**src/hw/rtl/valid_conv2d_scaled_macros.svh**
```systemverilog
// assertion macros for the valid_conv2d_scaled block
// used by the queue and back-end modules; relies on clk and rst_n in scope
`ifndef VALID_CONV2D_SCALED_MACROS_SVH
`define VALID_CONV2D_SCALED_MACROS_SVH

// same-cycle implication
`define VC2D_ASSERT_NOW(label, ante, cons) \
    label: assert property (@(posedge clk) disable iff (!rst_n) (ante) |-> (cons)) \
        else $error("vc2d assertion failed");

// next-cycle implication
`define VC2D_ASSERT_NEXT(label, ante, cons) \
    label: assert property (@(posedge clk) disable iff (!rst_n) (ante) |=> (cons)) \
        else $error("vc2d assertion failed");

`endif

```
**src/hw/rtl/vc2d_pkg.sv**
```systemverilog
// shared types and constants for the valid_conv2d_scaled block
// no dependencies
`timescale 1ns / 1ps
`default_nettype none

package vc2d_pkg;

    // default sizes
    localparam int MAX_KERNEL_DEF = 5;
    localparam int MAX_WIDTH_DEF  = 64;

    // queue entry field widths, sized for the full parameter range
    localparam int COL_FW   = 10;
    localparam int SLOT_FW  = 3;
    localparam int QUEUE_DEPTH = 2;

    // fixed field widths
    localparam int PIX_W   = 16;
    localparam int CIDX_W  = 5;
    localparam int KS_W    = 3;
    localparam int IW_W    = 7;
    localparam int IH_W    = 12;
    localparam int CFG_IDX_W = 2;
    localparam int CFG_DAT_W = 16;
    localparam int RES_W   = 32;
    localparam int SCALE_SHIFT = 26;

    // register indexes
    localparam logic [CFG_IDX_W-1:0] REG_KERNEL_SIZE  = 2'd0;
    localparam logic [CFG_IDX_W-1:0] REG_IMAGE_WIDTH  = 2'd1;
    localparam logic [CFG_IDX_W-1:0] REG_IMAGE_HEIGHT = 2'd2;
    localparam logic [CFG_IDX_W-1:0] REG_OUTPUT_SCALE = 2'd3;

    // one classified transaction handed from front to back
    typedef struct packed {
        logic                   is_pixel;
        logic [CIDX_W-1:0]      cidx;
        logic [PIX_W-1:0]       data;
        logic [COL_FW-1:0]      col;
        logic [SLOT_FW-1:0]     slot;
        logic [COL_FW-1:0]      col0;
        logic [SLOT_FW-1:0]     slot0;
        logic                   produce;
        logic                   last;
    } item_t;

    // back-end sequencer
    typedef enum logic [2:0] {
        B_IDLE,
        B_WRITE,
        B_ADDR,
        B_MUL,
        B_ACC,
        B_SCALE,
        B_SAT
    } back_state_t;

endpackage

`default_nettype wire

```
**src/hw/rtl/vc2d_front.sv**
```systemverilog
// front end: accepts transactions, tracks pixel position, classifies windows
// depends on vc2d_pkg
`timescale 1ns / 1ps
`default_nettype none

module vc2d_front #(
    parameter int MAX_KERNEL = vc2d_pkg::MAX_KERNEL_DEF,
    parameter int MAX_WIDTH  = vc2d_pkg::MAX_WIDTH_DEF,
    localparam int COL_W  = $clog2(MAX_WIDTH),
    localparam int W_W    = $clog2(MAX_WIDTH + 1),
    localparam int SLOT_W = (MAX_KERNEL > 1) ? $clog2(MAX_KERNEL) : 1
) (
    input  wire logic                      clk,
    input  wire logic                      rst_n,
    input  wire logic                      in_valid,
    input  wire logic                      in_op,
    input  wire logic [vc2d_pkg::CIDX_W-1:0] in_cidx,
    input  wire logic [vc2d_pkg::PIX_W-1:0]  in_coeff,
    input  wire logic [vc2d_pkg::PIX_W-1:0]  in_pixel,
    output logic                           in_ready,
    input  wire logic                      restart,
    input  wire logic [vc2d_pkg::KS_W-1:0]   k_eff,
    input  wire logic [W_W-1:0]            w_eff,
    input  wire logic [vc2d_pkg::IH_W-1:0]   h_eff,
    input  wire logic                      q_full,
    output logic                           q_push,
    output vc2d_pkg::item_t                q_item
);

    logic [COL_W-1:0]            col_reg, col_next;
    logic [vc2d_pkg::IH_W-1:0]   row_reg, row_next;
    logic [SLOT_W-1:0]           slot_reg, slot_next;
    logic [W_W-1:0]              c;
    logic [W_W:0]                c1;
    logic [vc2d_pkg::IH_W:0]     r1;
    logic [3:0]                  km1;
    logic [3:0]                  s0;
    logic                        accept;

    assign in_ready = !q_full;
    assign accept   = in_valid && in_ready;
    assign q_push   = accept;

    // clamp the column and form window bounds
    always_comb
    begin
        c   = (W_W'(col_reg) >= w_eff) ? (w_eff - W_W'(1)) : W_W'(col_reg);
        c1  = {1'b0, c} + (W_W+1)'(1);
        r1  = {1'b0, row_reg} + (vc2d_pkg::IH_W+1)'(1);
        km1 = 4'(k_eff) - 4'd1;
        if (4'(slot_reg) >= km1)
            s0 = 4'(slot_reg) - km1;
        else
            s0 = 4'(slot_reg) + 4'(MAX_KERNEL) - km1;
    end

    // build the queue entry
    always_comb
    begin
        q_item.is_pixel = in_op;
        q_item.cidx     = in_cidx;
        q_item.data     = in_op ? in_pixel : in_coeff;
        q_item.col      = vc2d_pkg::COL_FW'(c);
        q_item.slot     = vc2d_pkg::SLOT_FW'(slot_reg);
        q_item.col0     = vc2d_pkg::COL_FW'(c - W_W'(km1));
        q_item.slot0    = vc2d_pkg::SLOT_FW'(s0);
        q_item.produce  = (r1 >= (vc2d_pkg::IH_W+1)'(k_eff)) && (c1 >= (W_W+1)'(k_eff))
                          && (row_reg < h_eff);
        q_item.last     = (r1 >= {1'b0, h_eff}) && (c1 >= {1'b0, w_eff});
    end

    // position update
    always_comb
    begin
        col_next  = col_reg;
        row_next  = row_reg;
        slot_next = slot_reg;
        if (restart)
        begin
            col_next  = '0;
            row_next  = '0;
            slot_next = '0;
        end
        else if (accept && in_op)
        begin
            if (c1 >= {1'b0, w_eff})
            begin
                col_next = '0;
                if (r1 >= {1'b0, h_eff})
                begin
                    row_next  = '0;
                    slot_next = '0;
                end
                else
                begin
                    row_next  = row_reg + vc2d_pkg::IH_W'(1);
                    slot_next = (int'(slot_reg) == MAX_KERNEL - 1) ? '0
                                : slot_reg + SLOT_W'(1);
                end
            end
            else
            begin
                col_next = COL_W'(c1);
            end
        end
    end

    always_ff @(posedge clk or negedge rst_n)
    begin
        if (!rst_n)
        begin
            col_reg  <= '0;
            row_reg  <= '0;
            slot_reg <= '0;
        end
        else
        begin
            col_reg  <= col_next;
            row_reg  <= row_next;
            slot_reg <= slot_next;
        end
    end

endmodule

`default_nettype wire

```
**config.mk**
```make
export PLATFORM = sky130hd
export DESIGN_NAME = vc2d_front
export DESIGN_NICKNAME = d
export VERILOG_FILES = /design/src/hw/rtl/valid_conv2d_scaled_macros.svh /design/src/hw/rtl/vc2d_pkg.sv /design/src/hw/rtl/vc2d_front.sv
export SDC_FILE = /design/constraint.sdc
export NUM_CORES = 1
export LEC_CHECK = 0
export BUFFER_PORTS_ARGS = -buffer_cell sky130_fd_sc_hd__buf_2
export CAP_MARGIN = 20
export CORE_ASPECT_RATIO = 2
export CORE_UTILIZATION = 40
export CTS_CLUSTER_DIAMETER = 120
export DETAILED_ROUTE_END_ITERATION = 16
export GPL_TIMING_DRIVEN = 0
export MAX_ROUTING_LAYER = met4
export PLACE_DENSITY = 0.67
export SLEW_MARGIN = 40
export SYNTH_ARGS = -nofsm -noshare
export SYNTH_HDL_FRONTEND = slang
export SYNTH_SLANG_ARGS = --single-unit
```
**constraint.sdc**
```tcl
create_clock -name clk -period 12.05 [get_ports clk]
set_input_delay 2.41 -clock clk [delete_from_list [all_inputs] [get_ports clk]]
set_output_delay 2.41 -clock clk [all_outputs]
set_load 0.02 [all_outputs]
```
-- Word-level counts from Yosys, hierarchy flattened
Index checks and enable logic that the tools add are counted.
- $add $sub $neg: 10
- magnitude comparators: 7
- equal/unequal tests: 1
- mux-type cells: 15
- reduce and logical (&&, ||, !) cells: 9
- operators with widths (kind ; count):
    12-bit 2-to-1 mux ; 4
    3-bit 2-to-1 mux ; 6
    6-bit 2-to-1 mux ; 3
    16-bit 2-to-1 mux ; 1
    12-bit by 1-bit adder with 13-bit output, second input constant ; 1
    13-bit by 12-bit greater-or-equal comparator with 1-bit output ; 1
    13-bit by 3-bit greater-or-equal comparator with 1-bit output ; 1
    12-bit by 1-bit adder with 12-bit output, second input constant ; 1
    12-bit < comparator ; 1
    7-bit by 1-bit adder with 8-bit output, second input constant ; 1
    8-bit by 3-bit greater-or-equal comparator with 1-bit output ; 1
    8-bit by 7-bit greater-or-equal comparator with 1-bit output ; 1
    7-bit by 4-bit subtractor with 8-bit output ; 1
    6-bit by 7-bit greater-or-equal comparator with 1-bit output ; 1
    7-bit 2-to-1 mux ; 1
    7-bit by 1-bit subtractor with 7-bit output, second input constant ; 1
    3-bit subtractor ; 2
    1-bit logical AND ; 5
    3-bit by 4-bit greater-or-equal comparator with 1-bit output ; 1
    2-bit nonzero test ; 2
    3-bit by 1-bit subtractor with 4-bit output, second input constant ; 1
    3-bit by 1-bit adder with 3-bit output, second input constant ; 1
    3-bit adder, second input constant ; 1
    3-bit == test, second input constant ; 1
    other kinds (2) ; 2
- flip-flop bits (word level): 21

-- Depth between registers and ports, before layout
- depth in word-level cells: 7
- depth in mapped cells: 24
- gate-level depth less buffers: 20

-- Worst setup path before layout
Ideal clock, no wire load.
- kind: input to output
- start point: input port w_eff[3]
- end point: output port q_item[0] in the netlist's numbering
- arrival: 6214 ps
- data required time: 9640 ps
- path slack: 3426 ps
- stages: 23
- buffers on the path: 4
- cell sequence: buf_2 -> inv_1 -> ha_1 -> and4b_1 -> o21ai_2 -> o22ai_1 -> buf_2 -> nand2_1 -> o21ai_1 -> inv_1 -> ha_1 -> clkbuf_1 -> nor3b_1 -> o31ai_1 -> xnor2_1 -> mux2i_1 -> ha_1 -> o21ai_0 -> nand2b_1 -> a21oi_1 -> o32ai_4 -> buf_6 -> and2_1
- RTL lines (element ; line ; source):
    from (decl) ; vc2d_front.sv:23 ; input wire logic [W_W-1:0] w_eff,
    to (decl) ; vc2d_front.sv:27 ; output vc2d_pkg::item_t q_item

==> results by group <==
Status
  • Status: finished clean

Worst setup path
  • Depth of the most critical reg-to-reg path: 20
  • Cell with the biggest individual delay on the critical path: a2111oi_0
  • Critical path's largest stage delay: 0.77 ns
  • Library cell appearing most often on the critical path: buf_2
  • Arr. time, crit path: 7.46 ns
  • CP Capture Type: output port
  • Largest driver fanout on the critical path: 10
  • Data required time of the worst path: 9.64 ns
  • Cell breakdown of the critical path: buf_2 > buf_2 > inv_1 > ha_1 > and4b_1 > o21ai_2 > o22ai_1 > buf_2 > nand2_1 > o21ai_1 > inv_1 > ha_1 > clkbuf_1 > nor3b_1 > o31ai_1 > xnor2_1 > mux2i_1 > ha_1 > a2111oi_0 > o21a_1 > o32ai_4 > buf_6 > and2_1 > buf_2
  • Crit path kind: input pin to output port
  • Startpoint type of the worst setup path: input pin

Routing
  • Post-Route WL: between 10000 and 15000 um
  • DR vias: 3590
  • Count of TritonRoute iterations in the first routing pass: 4
  • Number of DRC violations after detailed routing: 0
  • Count of nets left with antenna violations after detail routing: 0
  • Iteration-0 DRC count of the detailed router: 143
  • Via density per instance: 5.609
  • WL/cell: 16.86 um

Synthesis
  • Most common library cells after synthesis: 59 x ha_1, 43 x inv_1, 23 x mux2_2
  • Fraction of the mapped netlist area in compound gates: approximately a fifth
  • Sequential share of the synthesized area: 14.47%
  • Ys Warns: 0
  • Cell type with the largest total area after synthesis: ha_1
  • Post-Syn Area per Cell: 8.503 um2
  • Number of flops mapped to enable cells by yosys: 0
  • Async set or reset register ratio after synthesis: between 90% and 100%
  • Number of cells produced by synthesis: 427
  • Share of synthesized area spent on multiplexers: 9.407%
  • Portion of synthesized cell area occupied by the leading cell type: 20.33%
  • Most repeated cell in the gate-level netlist after synthesis: ha_1
  • Most used flip-flop cell after synthesis: dfrtp_1
  • Library cells used by synthesis: 67
  • Xor/xnor share of the synthesized area: 6.995%
  • Dominant combinational cell family by area after synthesis: adder cells
  • Synth area leaders: ha_1 20%, dfrtp_1 14%, mux2_2 7.1%, inv_1 4.4%, xnor2_1 4.3%
  • Flop and latch count out of synthesis: 21
  • Simple-gate share of the synthesized area: 18.30%
  • Synthesized cell area: between 3000 and 4000 um2
  • Adder-cell share of the synthesized area: 21.43%

Clocking
  • Number of buffers added by the clock tree synthesis step: 3
  • Number of instances resized during post-cts repair: 0
  • Setup Buffers After CTS: 0
  • CTS tree: built
  • Count of hold buffers inserted by post-cts repair: 0
  • CTS sink count: 21
  • Clock buffer depth: 2
  • Clock latency on the worst-skew pair: 0.26 ns
  • Clock slew at the register clock pins of the worst setup and hold paths: 0.06 ns
  • H-tree lvl count: 1
  • Cell at the root of the clock tree: clkbuf_16

Floorplanning
  • Number of top-level pins: 117
  • Die Width: 69.37 um
  • Core area: approximately 8700 um2
  • Initial core utilization: 41.70%
  • Die area: 9486 um2
  • Number of placement rows: 48
  • Die Height: between 100 and 150 um

Layout
  • Final design utilization: 50.27%
  • Inserted Diodes: 0
  • Filler cell count in the final layout: 869
  • Number of flip-flops under the largest register name: 12
  • Area overhead of the layout relative to synthesis: 20.57%
  • Proportion of layout cells with a drive suffix above 1: 30.37%
  • Net count of the finished layout: 667

STA
  • Final max-slew violation count: 0
  • Count of endpoints failing hold in the final timing report: 0
  • Unrepaired setup endpoints after global routing: false
  • Final total negative setup slack: 0 ns
  • Clk_skew: between 0.003 and 0.004 ns
  • Maximum operating frequency: 101.3 MHz
  • Transition time at the pin with the least slew margin: 0.8863 ns
  • Period Utilization, post-route: between 80% and 90%
  • Crit path time final: 9.870 ns
  • Number of setup violations in the final report: 0
  • Worst rel slew slack: about two fifths
  • Worst hold-check slack: 0.6055 ns

GRT
  • Wire length of the first global-routing pass: 17340 um
  • Number of antenna violations at the first check in global routing: 0
  • Maximum number of pins on one net before global-route repair: 22
  • Vias in the first global route: between 3000 and 4000
  • Total gr overflow: 0
  • GRT Util Overall: 23.27%

Power
  • Power per standard cell area: 63.39 nW/um2
  • Largest voltage drop on the vdd net: 0.03618 mV
  • Leakage power total: 2.302 nW

Place
  • Count of buffers inserted at the top-level ports: 107
  • Final RePlAce weighted congestion: 0.9485
  • DPL Wire Length: 9245 um

Min path
  • Class of the tightest hold or removal check: register to register
  • Worst hold path stage count: 1

Job
  • Max-cap violations: 0
cell type report:
class | count | area [um2] | share of cell area [%]
sequential | 21 | 525.5 | 12.00
multi-input combinational | 334 | 2773 | 63.33
tap | 100 | 125.1 | 2.858
inverter | 43 | 161.4 | 3.687
buffer | 31 | 178.9 | 4.087
clock buffer | 4 | 78.83 | 1.801
timing repair buffer | 107 | 535.5 | 12.23
layout by cell type (no fill, tap or decap), drive strengths merged, types with 3 or more instances in the layout:
cell / netlist / routed
ha: 59 / 59
mux2i: 7 / 7
nor2: 13 / 13
clkbuf: 13 / 17
a21o: 5 / 5
inv: 43 / 43
a32o: 8 / 8
o211ai: 9 / 9
conb: 1 / 3
nor3: 11 / 11
nand4: 5 / 5
o21ai: 14 / 14
xnor2: 18 / 18
nand2: 18 / 18
a21oi: 13 / 13
xor2: 11 / 11
and3: 5 / 5
nor2b: 9 / 9
nor3b: 4 / 4
o21a: 9 / 9
nor4: 4 / 4
dfrtp: 21 / 21
a211oi: 8 / 8
buf: 18 / 125
and2: 3 / 3
or4: 4 / 4
or2: 3 / 3
mux2: 23 / 23
nand3: 20 / 20
nand2b: 12 / 12
metal layers:
| layer | routed length (um) | global-route usage (%) | part of all wire (%) | vias up |
|---|---|---|---|---|
| li1 | - | - | - | 1776 |
| met1 | 3932 | 24.02 | 36 | 1684 |
| met2 | 5971 | 43.31 | 55 | 91 |
| met3 | 216 | 0.6627 | 2.0 | 39 |
| met4 | 669 | 14.06 | 6.2 | 0 |
| met5 | 0 | - | 0 | - |
logic make-up after synthesis:
family                   Yosys count
flip-flops                        21
AO/OA/AOI/OAI                     93
other                              1
adder cells (fa/ha/maj)           61
XOR/XNOR                          29
buffers and inverters             74
multiplexers                      30
AND/OR/NAND/NOR                  118
stage by stage:
step                total power [W]  setup slack (ns)  cell area [um2]  instances
floorplan                 0.0001612             3.426             3638        429
global placement          0.0002020             2.315             4299        636
detailed placement        0.0002061             2.267             4299        636
CTS                       0.0002789             2.258             4378        640
global route              0.0002940             1.891             4378        640
finish                    0.0002775             2.180             4378        640
worst paths after layout:
check | from | end | slack [ns]
max reg2reg | col_reg[5]$_DFFE_PN0P_ | slot_reg[1]$_DFFE_PN0P_ | 6.28
max in group asynchronous | rst_n | row_reg[8]$_DFFE_PN0P_ | 9.57
min reg2reg | row_reg[1]$_DFFE_PN0P_ | row_reg[1]$_DFFE_PN0P_ | 0.61
min in group asynchronous | rst_n | row_reg[1]$_DFFE_PN0P_ | 2.12
max | w_eff[3] | q_item[0] | 2.18
min | row_reg[1]$_DFFE_PN0P_ | row_reg[1]$_DFFE_PN0P_ | 0.61
worst max-delay path: cells and delay by family:
family | cells | cell delay [ns]
buffers and inverters | 8 | 1.40
AOI/OAI and AO/OA | 7 | 1.87
xor gates and xnor gates | 1 | 0.17
muxes | 1 | 0.14
and+or+nand+nor | 4 | 0.73
adders and majority gates | 3 | 0.71
report_power, final:
part	internal, W	switching [W]
registers	0.0000722	0.00000281
logic	0.0000537	0.0000760
clock network	0.0000452	0.0000276
Power figures use the tool's default switching activity.
