File: config.mk
export PLATFORM = sky130hd
export DESIGN_NAME = vc2d_queue
export DESIGN_NICKNAME = d
export VERILOG_FILES = /design/src/hw/rtl/vc2d_pkg.sv /design/src/hw/rtl/vc2d_queue.sv
export VERILOG_INCLUDE_DIRS = /design/src /design/src/hw/rtl
export SDC_FILE = /design/constraint.sdc
export NUM_CORES = 1
export LEC_CHECK = 0
export ABC_AREA = 1
export BUFFER_PORTS_ARGS = -buffer_cell sky130_fd_sc_hd__buf_2
export CAP_MARGIN = 20
export CELL_PAD_IN_SITES_DETAIL_PLACEMENT = 1
export CELL_PAD_IN_SITES_GLOBAL_PLACEMENT = 1
export CORE_MARGIN = 4
export CORE_UTILIZATION = 45
export DETAILED_ROUTE_END_ITERATION = 7
export PLACE_DENSITY_LB_ADDON = 0.1
export SLEW_MARGIN = 20
export SYNTH_ARGS = -nofsm -noshare
export SYNTH_HDL_FRONTEND = slang
export SYNTH_SLANG_ARGS = --single-unit
File: constraint.sdc
create_clock -name clk -period 8.64 [get_ports clk]
set_clock_uncertainty 0.1 [all_clocks]
set_input_delay 0.864 -clock clk [delete_from_list [all_inputs] [get_ports clk]]
set_output_delay 0.864 -clock clk [all_outputs]
set_load 0.02 [all_outputs]
File: src/hw/rtl/valid_conv2d_scaled_macros.svh
// assertion macros for the valid_conv2d_scaled block
// used by the queue and back-end modules; relies on clk and rst_n in scope
`ifndef VALID_CONV2D_SCALED_MACROS_SVH
`define VALID_CONV2D_SCALED_MACROS_SVH

// same-cycle implication
`define VC2D_ASSERT_NOW(label, ante, cons) \
    label: assert property (@(posedge clk) disable iff (!rst_n) (ante) |-> (cons)) \
        else $error("vc2d assertion failed");

// next-cycle implication
`define VC2D_ASSERT_NEXT(label, ante, cons) \
    label: assert property (@(posedge clk) disable iff (!rst_n) (ante) |=> (cons)) \
        else $error("vc2d assertion failed");

`endif

File: src/hw/rtl/vc2d_pkg.sv
// shared types and constants for the valid_conv2d_scaled block
// no dependencies
`timescale 1ns / 1ps
`default_nettype none

package vc2d_pkg;

    // default sizes
    localparam int MAX_KERNEL_DEF = 5;
    localparam int MAX_WIDTH_DEF  = 64;

    // queue entry field widths, sized for the full parameter range
    localparam int COL_FW   = 10;
    localparam int SLOT_FW  = 3;
    localparam int QUEUE_DEPTH = 2;

    // fixed field widths
    localparam int PIX_W   = 16;
    localparam int CIDX_W  = 5;
    localparam int KS_W    = 3;
    localparam int IW_W    = 7;
    localparam int IH_W    = 12;
    localparam int CFG_IDX_W = 2;
    localparam int CFG_DAT_W = 16;
    localparam int RES_W   = 32;
    localparam int SCALE_SHIFT = 26;

    // register indexes
    localparam logic [CFG_IDX_W-1:0] REG_KERNEL_SIZE  = 2'd0;
    localparam logic [CFG_IDX_W-1:0] REG_IMAGE_WIDTH  = 2'd1;
    localparam logic [CFG_IDX_W-1:0] REG_IMAGE_HEIGHT = 2'd2;
    localparam logic [CFG_IDX_W-1:0] REG_OUTPUT_SCALE = 2'd3;

    // one classified transaction handed from front to back
    typedef struct packed {
        logic                   is_pixel;
        logic [CIDX_W-1:0]      cidx;
        logic [PIX_W-1:0]       data;
        logic [COL_FW-1:0]      col;
        logic [SLOT_FW-1:0]     slot;
        logic [COL_FW-1:0]      col0;
        logic [SLOT_FW-1:0]     slot0;
        logic                   produce;
        logic                   last;
    } item_t;

    // back-end sequencer
    typedef enum logic [2:0] {
        B_IDLE,
        B_WRITE,
        B_ADDR,
        B_MUL,
        B_ACC,
        B_SCALE,
        B_SAT
    } back_state_t;

endpackage

`default_nettype wire

File: src/hw/rtl/vc2d_queue.sv
// two-entry queue between front and back ends
// depends on vc2d_pkg and valid_conv2d_scaled_macros.svh
`timescale 1ns / 1ps
`default_nettype none

`include "valid_conv2d_scaled_macros.svh"

module vc2d_queue (
    input  wire logic            clk,
    input  wire logic            rst_n,
    input  wire logic            push,
    input  wire vc2d_pkg::item_t push_item,
    output logic                 full,
    input  wire logic            pop,
    output logic                 valid,
    output vc2d_pkg::item_t      head
);

    localparam int PTR_W = $clog2(vc2d_pkg::QUEUE_DEPTH);
    localparam int CNT_W = $clog2(vc2d_pkg::QUEUE_DEPTH + 1);

    vc2d_pkg::item_t   store_reg [vc2d_pkg::QUEUE_DEPTH];
    logic [PTR_W-1:0]  wr_reg, wr_next;
    logic [PTR_W-1:0]  rd_reg, rd_next;
    logic [CNT_W-1:0]  cnt_reg, cnt_next;

    assign full  = (cnt_reg == CNT_W'(vc2d_pkg::QUEUE_DEPTH));
    assign valid = (cnt_reg != '0);
    assign head  = store_reg[rd_reg];

    // pointer and count update
    always_comb
    begin
        wr_next  = push ? ((int'(wr_reg) == vc2d_pkg::QUEUE_DEPTH - 1) ? '0
                   : wr_reg + PTR_W'(1)) : wr_reg;
        rd_next  = pop ? ((int'(rd_reg) == vc2d_pkg::QUEUE_DEPTH - 1) ? '0
                   : rd_reg + PTR_W'(1)) : rd_reg;
        cnt_next = cnt_reg + CNT_W'(push) - CNT_W'(pop);
    end

    always_ff @(posedge clk or negedge rst_n)
    begin
        if (!rst_n)
        begin
            wr_reg  <= '0;
            rd_reg  <= '0;
            cnt_reg <= '0;
        end
        else
        begin
            wr_reg  <= wr_next;
            rd_reg  <= rd_next;
            cnt_reg <= cnt_next;
        end
    end

    // entry storage
    always_ff @(posedge clk)
    begin
        if (push)
            store_reg[wr_reg] <= push_item;
    end

    `VC2D_ASSERT_NOW(a_no_push_full, push, !full)
    `VC2D_ASSERT_NOW(a_no_pop_empty, pop, valid)

endmodule

`default_nettype wire

# Word-level counts from Yosys, hierarchy flattened
# Memory sizes are Yosys's and may differ from the RTL's.
# Index checks and enable logic that the tools add are counted.
[word_totals] register_bits=4 ram_bits=100 in_bits=54 out_inout_bits=52 elab_cells=14 memories=1
[classes] addsub=4 n_eq_ne=1 mux=4 reduce_logical=1
[memory_table] memory="store_reg" depth=2 width=50 read_ports=1 rd_clocked_by_memory_dff=0 write_ports=1 line="vc2d_queue.sv:22" source="vc2d_pkg::item_t store_reg [vc2d_pkg::QUEUE_DEPTH];"
[ops] operator="two-way mux 1 bit" count=4
[ops] operator="adder 1 bit, second input constant" count=2
[ops] operator="adder 2 x 1 -> 2 bit" count=1
[ops] operator="equality test 2 bit, second input constant" count=1
[ops] operator="nonzero test 2 bit" count=1
[ops] operator="subtractor 2 x 1 -> 2 bit" count=1

# Longest topological paths before layout
# Gate-level depths: netlist of run 1.
[depth] depth_word=2 depth_mapped=7

# Worst setup path after synthesis of run 1
# Ideal clock, no wire load.
[synth_timing] path_type="input to register" from="in push" to="mem store_reg[0][0] (netlist name), enable pin" setup_time_ps=459 arrival_time_ps=3004 path_slack_ps=5077 path_stages=2 path_buffers=0 path_cell_list="inv_1 nor2_1"
[synth_between] elab_chain_cells=2
[synth_rtl] item="start, declared" line="vc2d_queue.sv:11" source="input wire logic push,"
[synth_rtl] item="two-way mux 1 bit" line="vc2d_queue.sv:60" source="if (push)"
[synth_rtl] item="two-way mux 1 bit (implied by the code)" line="vc2d_queue.sv:61" source="store_reg[wr_reg] <= push_item;"
[synth_rtl] item="end, declared" line="vc2d_queue.sv:22"
# Every way passes these cells.

==> run summary, run 1 <==
Status -> finished, final reports clean
M1 WL -> 3.09 mm
Worst EP required -> 7.68 ns
Design Power -> 0.00160 W
Post-CTS Hold Fix Bufs -> 0
Yosys top cell area share -> 73.2%
CTS tree -> done
Worst path max stage delay -> 0.75 ns
Mean Syn Cell Area -> 14.3 um^2
First-pass GRT wire length -> 11.8 mm
Period utilization -> 37.1%
Synthesized Nets -> 342
Yosys warns -> 0
Routed WL per cell -> 14.9 um
Dpl hpwl -> 5.17 mm
RSZ-0062 raised after global routing -> false
DP Area -> 4680 um^2
Highest routed layer -> met5
Die span in y -> 103 um
Final Hold Fails -> 0
Top cell type by total area after synthesis -> edfxtp_1
Layout area overhead -> 18.5%
Met3 routed WL -> 436 um
Register share of total power -> 45.0%
CTS resizes -> 0
Sw frac -> 38.5%
Die area -> 10700 um^2
Metal2 WL -> 3.95 mm
Row count -> 34
Longest Clk Path Bufs -> 2
Total number of vias -> 2414
Synth unique cells -> 12
Cts bufs inserted -> 9
Pleak -> 2.08 nW
Setup CP Type -> flop to output port
Largest register FFs -> 100
Vias in the first global route -> 2470
Die X -> 103 um
Fraction of layout cells with a size suffix above 1 -> 41.3%
Initial DRC Count -> 58
Flops & latches, synth -> 104
CTS root buf -> clkbuf_8
Clock latency at the later pin of the worst-skew pair -> 0.34 ns
Power share of the combinational group -> 37.3%
Remaining DRCs -> 0
# placed instances -> 490
Fin cells -> 505
Largest net degree at the start of global routing -> 75
Slew headroom -> 41.7%
First-pass DRT Iterations -> 4
Achievable frequency -> 0.312 GHz
Power per cell area -> 329 nW/um^2
Core area -> 8810 um^2
Worst-margin pin slew -> 0.874 ns
CP startpoint kind -> flop
Internal power -> 0.000984 W
Initial antenna violation count -> 1
Global route overflow -> 0
Initial Util -> 46.6%
Maximum vdd drop -> 0.255 mV
Slew Viols, Final -> 0
Crit Path Max Fanout -> 74
Arr. time, crit path -> 2.24 ns
Max cap viols -> 0
Synth top area cells -> edfxtp_1 (73%), o21ai_2 (8.5%), inv_1 (5.2%), nand2_1 (5.2%), buf_6 (2.7%)
Slowest cell on crit path -> buf_4
Register area share after synthesis -> 75.6%
Worst path cell trace -> buf_4 -> nand2_1 -> o21ai_2 -> buf_2
DRT antenna net count -> 0
Tmin final -> 3.21 ns
Clock sink count -> 104
Gr usage total -> 14.9%
Mapped Cells -> 286
Core Util, Final -> 55.2%
Critical path endpoint category -> output port
Via-to-Cell Ratio -> 4.78
Port Buffers -> 105
Final setup TNS -> 0 ns
Final setup fails -> 0
H-Tree Depth -> 3
Antenna cells -> 0
Total setup buffers inserted after CTS -> 0
DRT Wirelength -> 7.55 mm
Nets -> 449
Final Cell Area -> 4860 um^2
IO Pins -> 106
Post-Syn Area -> 4100 um^2
GP Congestion -> 0.667
Min-delay worst type -> input port to asynchronous set/reset pin
Clk pwr share -> 17.7%
R2R depth -> 2
Worst-path clk slew -> 0.09 ns
Sw Pwr -> 0.000617 W
## layout by cell type (no fill, tap or decap)
| cell type | synthesis | final |
|---|---|---|
| nor2_4 | 0 | 1 |
| clkinvlp_4 | 0 | 3 |
| edfxtp_1 | 100 | 100 |
| inv_4 | 0 | 1 |
| dfrtp_1 | 4 | 3 |
| buf_4 | 0 | 2 |
| clkbuf_8 | 0 | 9 |
| nand2_1 | 57 | 57 |
| o21ai_2 | 40 | 40 |
| clkinv_2 | 0 | 1 |
| nand3_1 | 1 | 1 |
| clkinv_1 | 0 | 1 |
| inv_1 | 57 | 56 |
| ha_1 | 2 | 2 |
| bufinv_16 | 0 | 1 |
| o21ai_0 | 10 | 10 |
| xor2_1 | 2 | 2 |
| nor2_1 | 2 | 1 |
| dfrtp_4 | 0 | 1 |
| buf_2 | 0 | 105 |
## cells by family (layout without fill, tap and decap cells)
family                     count (synthesis)  in the layout  synth area share, %
buffers and inverters                     68            179                 8.05
DFF                                      104            104                 75.6
AOI/OAI and AO/OA                         50             50                 9.76
adders and majority gates                  2              2                0.610
xor gates and xnor gates                   2              2                0.427
and+or+nand+nor                           60             60                 5.52
## final timing paths
| path | start | endpoint | slack (ns) |
|---|---|---|---|
| worst max-delay path | rd_reg | head[2] | 5.43 |
| worst min-delay path | rst_n | cnt_reg[0] | 0.21 |
| worst max register to register | wr_reg | store_reg[0][20] | 7.04 |
| worst min register to register | wr_reg | wr_reg | 0.46 |
| max in group asynchronous | rst_n | rd_reg | 8.08 |
| min in group clk | wr_reg | wr_reg | 0.46 |
## worst max-delay path: cells and delay by family (launching register included)
kind / cells / cell delay, ns
simple gates: 1 / 0.17
flops: 1 / 0.65
compound gates: 1 / 0.09
buf+inv: 2 / 0.93
## per-layer routing
layer / up-vias / track usage (%)
li1: 1179 / -
met1: 1165 / 17.1
met4: 2 / 4.78
met3: 6 / 4.83
met2: 62 / 26.2
met5: - / 0
## power by group through the flow
stage	Combinational [W]	Clock, W	Sequential, W
after floorplan	0.000478	0	0.000705
after global placement	0.000601	0	0.000727
after detailed placement	0.000617	0	0.000733
after CTS	0.000619	0.000299	0.000722
after global routing	0.000660	0.000320	0.000733
final	0.000598	0.000283	0.000720
## metrics by stage
stage | setup WS, ns | hold slack [ns]
finish | 5.43 | 0.214
CTS | 5.34 | 0.187
global route | 5.22 | 0.179
global placement | 5.80 | 0.427
detailed placement | 5.74 | 0.450
floorplan | 5.08 | 0.361
## layout make-up
cell class                      instances  area (um^2)
Clock buffer                            9          124
Multi-Input combinational cell        114          677
Fill cell                             926         3950
Inverter                               57          216
Sequential cell                       104         3110
Timing Repair Buffer                  107          541
Tap cell                              108          135
Clock inverter                          6         61.3
## cells in the mapped netlist (all sizes together)
| cell type | count |
|---|---|
| edfxtp | 100 |
| inv | 57 |
| nand2 | 57 |
| o21ai | 50 |
| buf | 10 |
| dfrtp | 4 |
| ha | 2 |
| nor2 | 2 |
| xor2 | 2 |
| clkbuf | 1 |
| nand3 | 1 |
No activity file was read; power rests on OpenSTA's default activity.
==> run 2, diff against run 1 <==
--- a/config.mk
+++ b/config.mk
@@ -6,13 +6,13 @@
 export SDC_FILE = /design/constraint.sdc
 export NUM_CORES = 1
 export LEC_CHECK = 0
-export ABC_AREA = 1
+export ABC_AREA = 0
 export BUFFER_PORTS_ARGS = -buffer_cell sky130_fd_sc_hd__buf_2
 export CAP_MARGIN = 20
 export CELL_PAD_IN_SITES_DETAIL_PLACEMENT = 1
 export CELL_PAD_IN_SITES_GLOBAL_PLACEMENT = 1
 export CORE_MARGIN = 4
-export CORE_UTILIZATION = 45
+export CORE_UTILIZATION = 40
 export DETAILED_ROUTE_END_ITERATION = 7
 export PLACE_DENSITY_LB_ADDON = 0.1
 export SLEW_MARGIN = 20
==> constraint.sdc (replaced) <==
create_clock -name clk -period 2.8 [get_ports clk]
set_clock_uncertainty 0.1 [all_clocks]
set_input_delay 0.28 -clock clk [delete_from_list [all_inputs] [get_ports clk]]
set_output_delay 0.28 -clock clk [all_outputs]
set_load 0.02 [all_outputs]
==> run summary, run 2 <==
GP Congestion -> 0.635 (was 0.667)
Row count -> 36 (was 34)
Post-synth top flop -> edfxtp_1 (unchanged)
Yosys top cell area share -> 74.0% (was 73.2%)
Mapped Cells -> 171 (was 286)
Worst-path clk slew -> 0.10 ns (was 0.09 ns)
Maximum vdd drop -> 0.473 mV (was 0.255 mV)
Reg-to-Reg Start -> wr_reg (unchanged)
Synth unique cells -> 13 (was 12)
Worst-margin pin slew -> 0.606 ns (was 0.874 ns)
Via-to-Cell Ratio -> 4.43 (was 4.78)
Flop2flop setup slack -> 1.13 ns (was 7.04 ns)
Sw Pwr -> 0.00163 W (was 0.000617 W)
Initial DRC Count -> 75 (was 58)
Slew headroom -> 59.6% (was 41.7%)
Worst setup path start -> rd_reg (unchanged)
Vias in the first global route -> 2309 (was 2470)
Final Cell Area -> 5310 um^2 (was 4860 um^2)
H-Tree Depth -> 3 (unchanged)
IO Pins -> 106 (unchanged)
Metal2 WL -> 3.92 mm (was 3.95 mm)
Mean Syn Cell Area -> 23.7 um^2 (was 14.3 um^2)
Final setup fails -> 0 (unchanged)
Clk pwr share -> 18.6% (was 17.7%)
Most frequent cells in the layout -> buf_2 (105), edfxtp_1 (100), mux2_4 (49) (was buf_2 (105), edfxtp_1 (100), nand2_1 (57))
Synth cell count leaders -> edfxtp_1 (100), mux2_4 (49), buf_12 (5), dfrtp_1 (4) (was edfxtp_1 (100), inv_1 (57), nand2_1 (57), o21ai_2 (40))
Post-CTS Hold Fix Bufs -> 35 (was 0)
Arr. time, crit path -> 1.99 ns (was 2.24 ns)
Highest routed layer -> met4 (was met5)
Worst EP required -> 2.42 ns (was 7.68 ns)
Met3 routed WL -> 437 um (was 436 um)
Setup CP Type -> flop to output port (unchanged)
Largest register FFs -> 100 (unchanged)
Longest Clk Path Bufs -> 2 (unchanged)
Worst reg2reg path endpoint -> store_reg[1][6] (was store_reg[0][20])
Initial antenna violation count -> 0 (was 1)
Power share of the combinational group -> 36.0% (was 37.3%)
FILL cells -> 940 (was 926)
Slew Viols, Final -> 0 (unchanged)
Synthesized Nets -> 227 (was 342)
CTS tree -> done (unchanged)
Status -> finished, final reports clean (unchanged)
Cts bufs inserted -> 9 (unchanged)
Internal power -> 0.00338 W (was 0.000984 W)
Crit Path Max Fanout -> 30 (was 74)
Min-delay worst type -> input port to flop (was input port to asynchronous set/reset pin)
Initial Util -> 41.3% (was 46.6%)
Total setup buffers inserted after CTS -> 0 (unchanged)
Clock latency at the later pin of the worst-skew pair -> 0.35 ns (was 0.34 ns)
DRT antenna net count -> 0 (unchanged)
Fraction of layout cells with a size suffix above 1 -> 53.9% (was 41.3%)
Synth top area cells -> edfxtp_1 (74%), mux2_4 (18%), buf_12 (2.5%), dfrtp_1 (2.5%), ha_1 (0.62%) (was edfxtp_1 (73%), o21ai_2 (8.5%), inv_1 (5.2%), nand2_1 (5.2%), buf_6 (2.7%))
Routed WL per cell -> 16.3 um (was 14.9 um)
Most common cell in the netlist -> edfxtp_1 (unchanged)
EDFF count, synth -> 100 (unchanged)
Clock sink count -> 104 (unchanged)
Period utilization -> 84.6%
Nets -> 381 (was 449)
WHS -> 0.0225 ns (was 0.214 ns)
Dpl hpwl -> 4.78 mm (was 5.17 mm)
Sw frac -> 32.6% (was 38.5%)
Critical path endpoint category -> output port (unchanged)
R2R depth -> 2 (unchanged)
Die X -> 109 um (was 103 um)
Register share of total power -> 45.4% (was 45.0%)
Post-Syn Area -> 4060 um^2 (was 4100 um^2)
CTS root buf -> clkbuf_8 (unchanged)
Yosys warns -> 0 (unchanged)
Slowest cell on crit path -> dfrtp_4 (was buf_4)
Global route overflow -> 0 (unchanged)
Register area share after synthesis -> 76.4% (was 75.6%)
Asr flop ratio synth -> 3.85% (unchanged)
Fin cells -> 464 (was 505)
Most common cell after layout, fill and taps aside -> buf_2 (unchanged)
Achievable frequency -> 0.422 GHz
# placed instances -> 407 (was 490)
Worst path cell trace -> buf_12 -> mux2_4 -> buf_2 (was buf_4 -> nand2_1 -> o21ai_2 -> buf_2)
Design Power -> 0.00501 W (was 0.00160 W)
Total number of vias -> 2057 (was 2414)
Pleak -> 2.17 nW (was 2.08 nW)
Top cell type by total area after synthesis -> edfxtp_1 (unchanged)
Core area -> 9820 um^2 (was 8810 um^2)
Flops & latches, synth -> 104 (unchanged)
First-pass GRT wire length -> 11.8 mm (about the same)
Tmin final -> 2.37 ns
RSZ-0062 raised after global routing -> false (unchanged)
Worst path max stage delay -> 0.82 ns (was 0.75 ns)
CTS resizes -> 0 (unchanged)
Remaining DRCs -> 0 (unchanged)
Final Hold Fails -> 0 (unchanged)
Die area -> 11800 um^2 (was 10700 um^2)
Final setup TNS -> 0 ns (unchanged)
CP startpoint kind -> flop (unchanged)
Die span in y -> 109 um (was 103 um)
Largest net degree at the start of global routing -> 31 (was 75)
DRT Wirelength -> 7.55 mm (about the same)
Port Buffers -> 105 (unchanged)
First-pass DRT Iterations -> 4 (unchanged)
Max cap viols -> 0 (unchanged)
Gr usage total -> 13.4% (was 14.9%)
M1 WL -> 3.09 mm (about the same)
Power per cell area -> 944 nW/um^2 (was 329 nW/um^2)
Layout area overhead -> 30.8% (was 18.5%)
Setup crit end -> head[41] (was head[2])
DP Area -> 4710 um^2 (was 4680 um^2)
[run 2: cell count changes in the layout (fill, tap and decap cells not counted), moves of 2 or more]
cell,before,now
buf_12,0,2
clkinv_4,0,3
clkinvlp_4,3,0
dlygate4sd3_1,0,40
inv_1,56,2
inv_6,0,2
mux2_4,0,49
nand2_1,57,0
o21ai_0,10,0
o21ai_2,40,0
[run 2: worst max-delay path, delay by kind of cell (launching register included)]
family                 cells  cell delay, ns
buffers and inverters      2            0.45
flip-flops                 1            0.82
multiplexers               1            0.32
[run 2: cell type report]
| type | instances | area, um^2 | share of cell area, % |
|---|---|---|---|
| repair buffers | 149 | 981 | 18.5 |
| clock inverters | 7 | 77.6 | 1.46 |
| clock buffers | 9 | 124 | 2.33 |
| flip-flops and latches | 104 | 3110 | 58.5 |
| diodes | 1 | 2.50 | 0.0471 |
| well taps | 133 | 166 | 3.13 |
| inverters | 2 | 7.51 | 0.141 |
| multi-input cells | 59 | 847 | 15.9 |
[run 2: layer usage]
| metal | vias to the layer above | GRT usage [%] |
|---|---|---|
| li1 | 978 | - |
| met1 | 1002 | 15.3 |
| met2 | 67 | 23.7 |
| met3 | 10 | 3.73 |
| met4 | 0 | 5.23 |
| met5 | - | 0 |
[run 2: worst min-delay path by stage]
stage,cells past startpoint,start,to
floorplan,0,rst_n,cnt_reg[0]
finish,1,push_item[49],store_reg[1][49]
global route,1,push_item[20],store_reg[0][20]
global placement,1,rst_n,rd_reg
detailed placement,1,rst_n,rd_reg
CTS,1,push_item[36],store_reg[0][36]
[run 2: logic make-up after synthesis]
group / share of synthesized area, %
and+or+nand+nor: 0.616
muxes: 18.4
DFF: 76.4
xor gates and xnor gates: 1.02
buffers and inverters: 2.93
adders and majority gates: 0.616
[run 2: power groups by stage]
| stage | Combinational, W | Clock [W] | Sequential [W] |
|---|---|---|---|
| global placement | 0.00178 | 0 | 0.00230 |
| global route | 0.00192 | 0.00104 | 0.00232 |
| floorplan | 0.00153 | 0 | 0.00217 |
| CTS | 0.00183 | 0.000962 | 0.00229 |
| detailed placement | 0.00179 | 0 | 0.00232 |
| finish | 0.00180 | 0.000934 | 0.00228 |
[run 2: metrics by stage]
step	util, %	worst slack, ns
5_1_grt	54.1	0.338
3_5_place_dp	47.9	0.813
6_report	54.1	0.431
3_3_place_gp	47.9	0.819
2_1_floorplan	-	0.565
4_1_cts	53.6	0.397
==> run 3, diff against run 2 <==
==> constraint.sdc (replaced) <==
create_clock -name clk -period 2 [get_ports clk]
set_clock_uncertainty 0.1 [all_clocks]
set_input_delay 0.2 -clock clk [delete_from_list [all_inputs] [get_ports clk]]
set_output_delay 0.2 -clock clk [all_outputs]
set_load 0.02 [all_outputs]
==> run summary, run 3 (synthesis results as in run 2) <==
Status -> finished, final reports clean (unchanged)
Worst-margin pin slew -> 0.361 ns (was 0.606 ns)
Row count -> 36 (unchanged)
Vias in the first global route -> 2342 (was 2309)
Die area -> 11800 um^2 (unchanged)
Core Util, Final -> 55.5% (was 54.1%)
Achievable frequency -> 0.527 GHz
Core area -> 9820 um^2 (unchanged)
Fin cells -> 480 (was 464)
Final Hold Fails -> 0 (unchanged)
Initial Util -> 41.3% (unchanged)
Nets -> 398 (was 381)
Worst EP required -> 1.70 ns (was 2.42 ns)
Most common cell after layout, fill and taps aside -> buf_2 (unchanged)
Longest Clk Path Bufs -> 2 (unchanged)
Largest register FFs -> 100 (unchanged)
Die span in y -> 109 um (unchanged)
Cts bufs inserted -> 9 (unchanged)
Power per cell area -> 1280 nW/um^2 (was 944 nW/um^2)
Largest net degree at the start of global routing -> 31 (unchanged)
CTS root buf -> clkbuf_8 (unchanged)
Port Buffers -> 105 (unchanged)
Min-delay worst type -> input port to asynchronous set/reset pin (was input port to flop)
Antenna cells -> 0 (was 1)
Met3 routed WL -> 468 um (was 437 um)
IO Pins -> 106 (unchanged)
Clock sink count -> 104 (unchanged)
Pleak -> 2.22 nW (was 2.17 nW)
DRT Wirelength -> 7.61 mm (was 7.55 mm)
DP Area -> 4720 um^2 (was 4710 um^2)
Crit Path Max Fanout -> 30 (unchanged)
First-pass DRT Iterations -> 4 (unchanged)
Total number of vias -> 2110 (was 2057)
GP Congestion -> 0.644 (was 0.635)
Routed WL per cell -> 15.9 um (was 16.3 um)
# placed instances -> 409 (was 407)
Global route overflow -> 0 (unchanged)
Metal2 WL -> 3.95 mm (was 3.92 mm)
Fraction of layout cells with a size suffix above 1 -> 52.2% (was 53.9%)
Final Cell Area -> 5450 um^2 (was 5310 um^2)
Initial DRC Count -> 75 (unchanged)
Die X -> 109 um (unchanged)
Slew headroom -> 75.9% (was 59.6%)
CP startpoint kind -> flop (unchanged)
M1 WL -> 3.12 mm (was 3.09 mm)
Maximum vdd drop -> 0.562 mV (was 0.473 mV)
Layout area overhead -> 34.2% (was 30.8%)
Worst-path clk slew -> 0.09 ns (was 0.10 ns)
Final setup fails -> 0 (unchanged)
Via-to-Cell Ratio -> 4.40 (was 4.43)
Final setup TNS -> 0 ns (unchanged)
H-Tree Depth -> 3 (unchanged)
CTS tree -> done (unchanged)
Critical path endpoint category -> output port (unchanged)
Flop2flop setup slack -> 0.63 ns (was 1.13 ns)
Clock latency at the later pin of the worst-skew pair -> 0.35 ns (about the same)
First-pass GRT wire length -> 12.0 mm (was 11.8 mm)
Period utilization -> 94.9%
Remaining DRCs -> 0 (unchanged)
Most frequent cells in the layout -> buf_2 (105), edfxtp_1 (100), dlygate4sd3_1 (53) (was buf_2 (105), edfxtp_1 (100), mux2_4 (49))
Arr. time, crit path -> 1.60 ns (was 1.99 ns)
Worst reg2reg path endpoint -> store_reg[1][40] (was store_reg[1][6])
Highest routed layer -> met4 (unchanged)
DRT antenna net count -> 0 (unchanged)
Initial antenna violation count -> 0 (unchanged)
Reg-to-Reg Start -> wr_reg (unchanged)
Slew Viols, Final -> 0 (unchanged)
RSZ-0062 raised after global routing -> false (unchanged)
R2R depth -> 2 (unchanged)
Setup CP Type -> flop to output port (unchanged)
Gr usage total -> 13.6% (was 13.4%)
Tmin final -> 1.90 ns
Max cap viols -> 0 (unchanged)
-- run 3: layout make-up --
type	count	area (um^2)
Tap cell	133	166
Fill cell	946	4370
Clock buffer	10	128
Sequential cell	104	3110
Timing Repair Buffer	166	1150
Inverter	2	7.51
Multi-Input combinational cell	59	847
Clock inverter	6	45.0
-- run 3: critical path, stage by stage, from the launching register on --
cell     delay, ns
dfrtp_4       0.54
buf_16        0.21
mux2_4        0.32
buf_2         0.16
-- run 3: layer usage --
layer	vias to the layer above	track usage [%]
li1	1007	-
met1	1033	15.9
met2	64	24.2
met3	6	4.14
met4	0	3.79
met5	-	0
-- run 3: worst max path at each step --
| stage | slack (ns) | start | endpoint |
|---|---|---|---|
| after global routing | 0.03 | rd_reg | head[9] |
| after floorplan | 0.31 | wr_reg | store_reg[0][0] |
| after CTS | 0.07 | rd_reg | head[9] |
| after detailed placement | 0.35 | rd_reg | head[9] |
| after global placement | 0.35 | rd_reg | head[13] |
| final | 0.10 | rd_reg | head[20] |
-- run 3: timing repair --
item / in CTS / in global routing
setup buffers: 2 / 0
endpoints found under the hold margin: 106 / 0
gates resized for setup: 1 / 0
hold buffers: 53 / 0
setup endpoints to repair: 30 / 0
-- run 3: where the power goes --
| group | switching [W] | internal, W |
|---|---|---|
| combinational | 0.00145 | 0.00133 |
| clock | 0.000692 | 0.000458 |
| sequential | 0.000143 | 0.00290 |
| total | 0.00228 | 0.00469 |
-- run 3: through the flow --
step                worst slack [ns]  hold WS (ns)  power, W
finish                         0.101        0.0928   0.00697
global route                  0.0268         0.107   0.00736
CTS                           0.0658        0.0626   0.00709
detailed placement             0.349       -0.0733   0.00580
global placement               0.352       -0.0775   0.00578
floorplan                      0.312        -0.196   0.00518
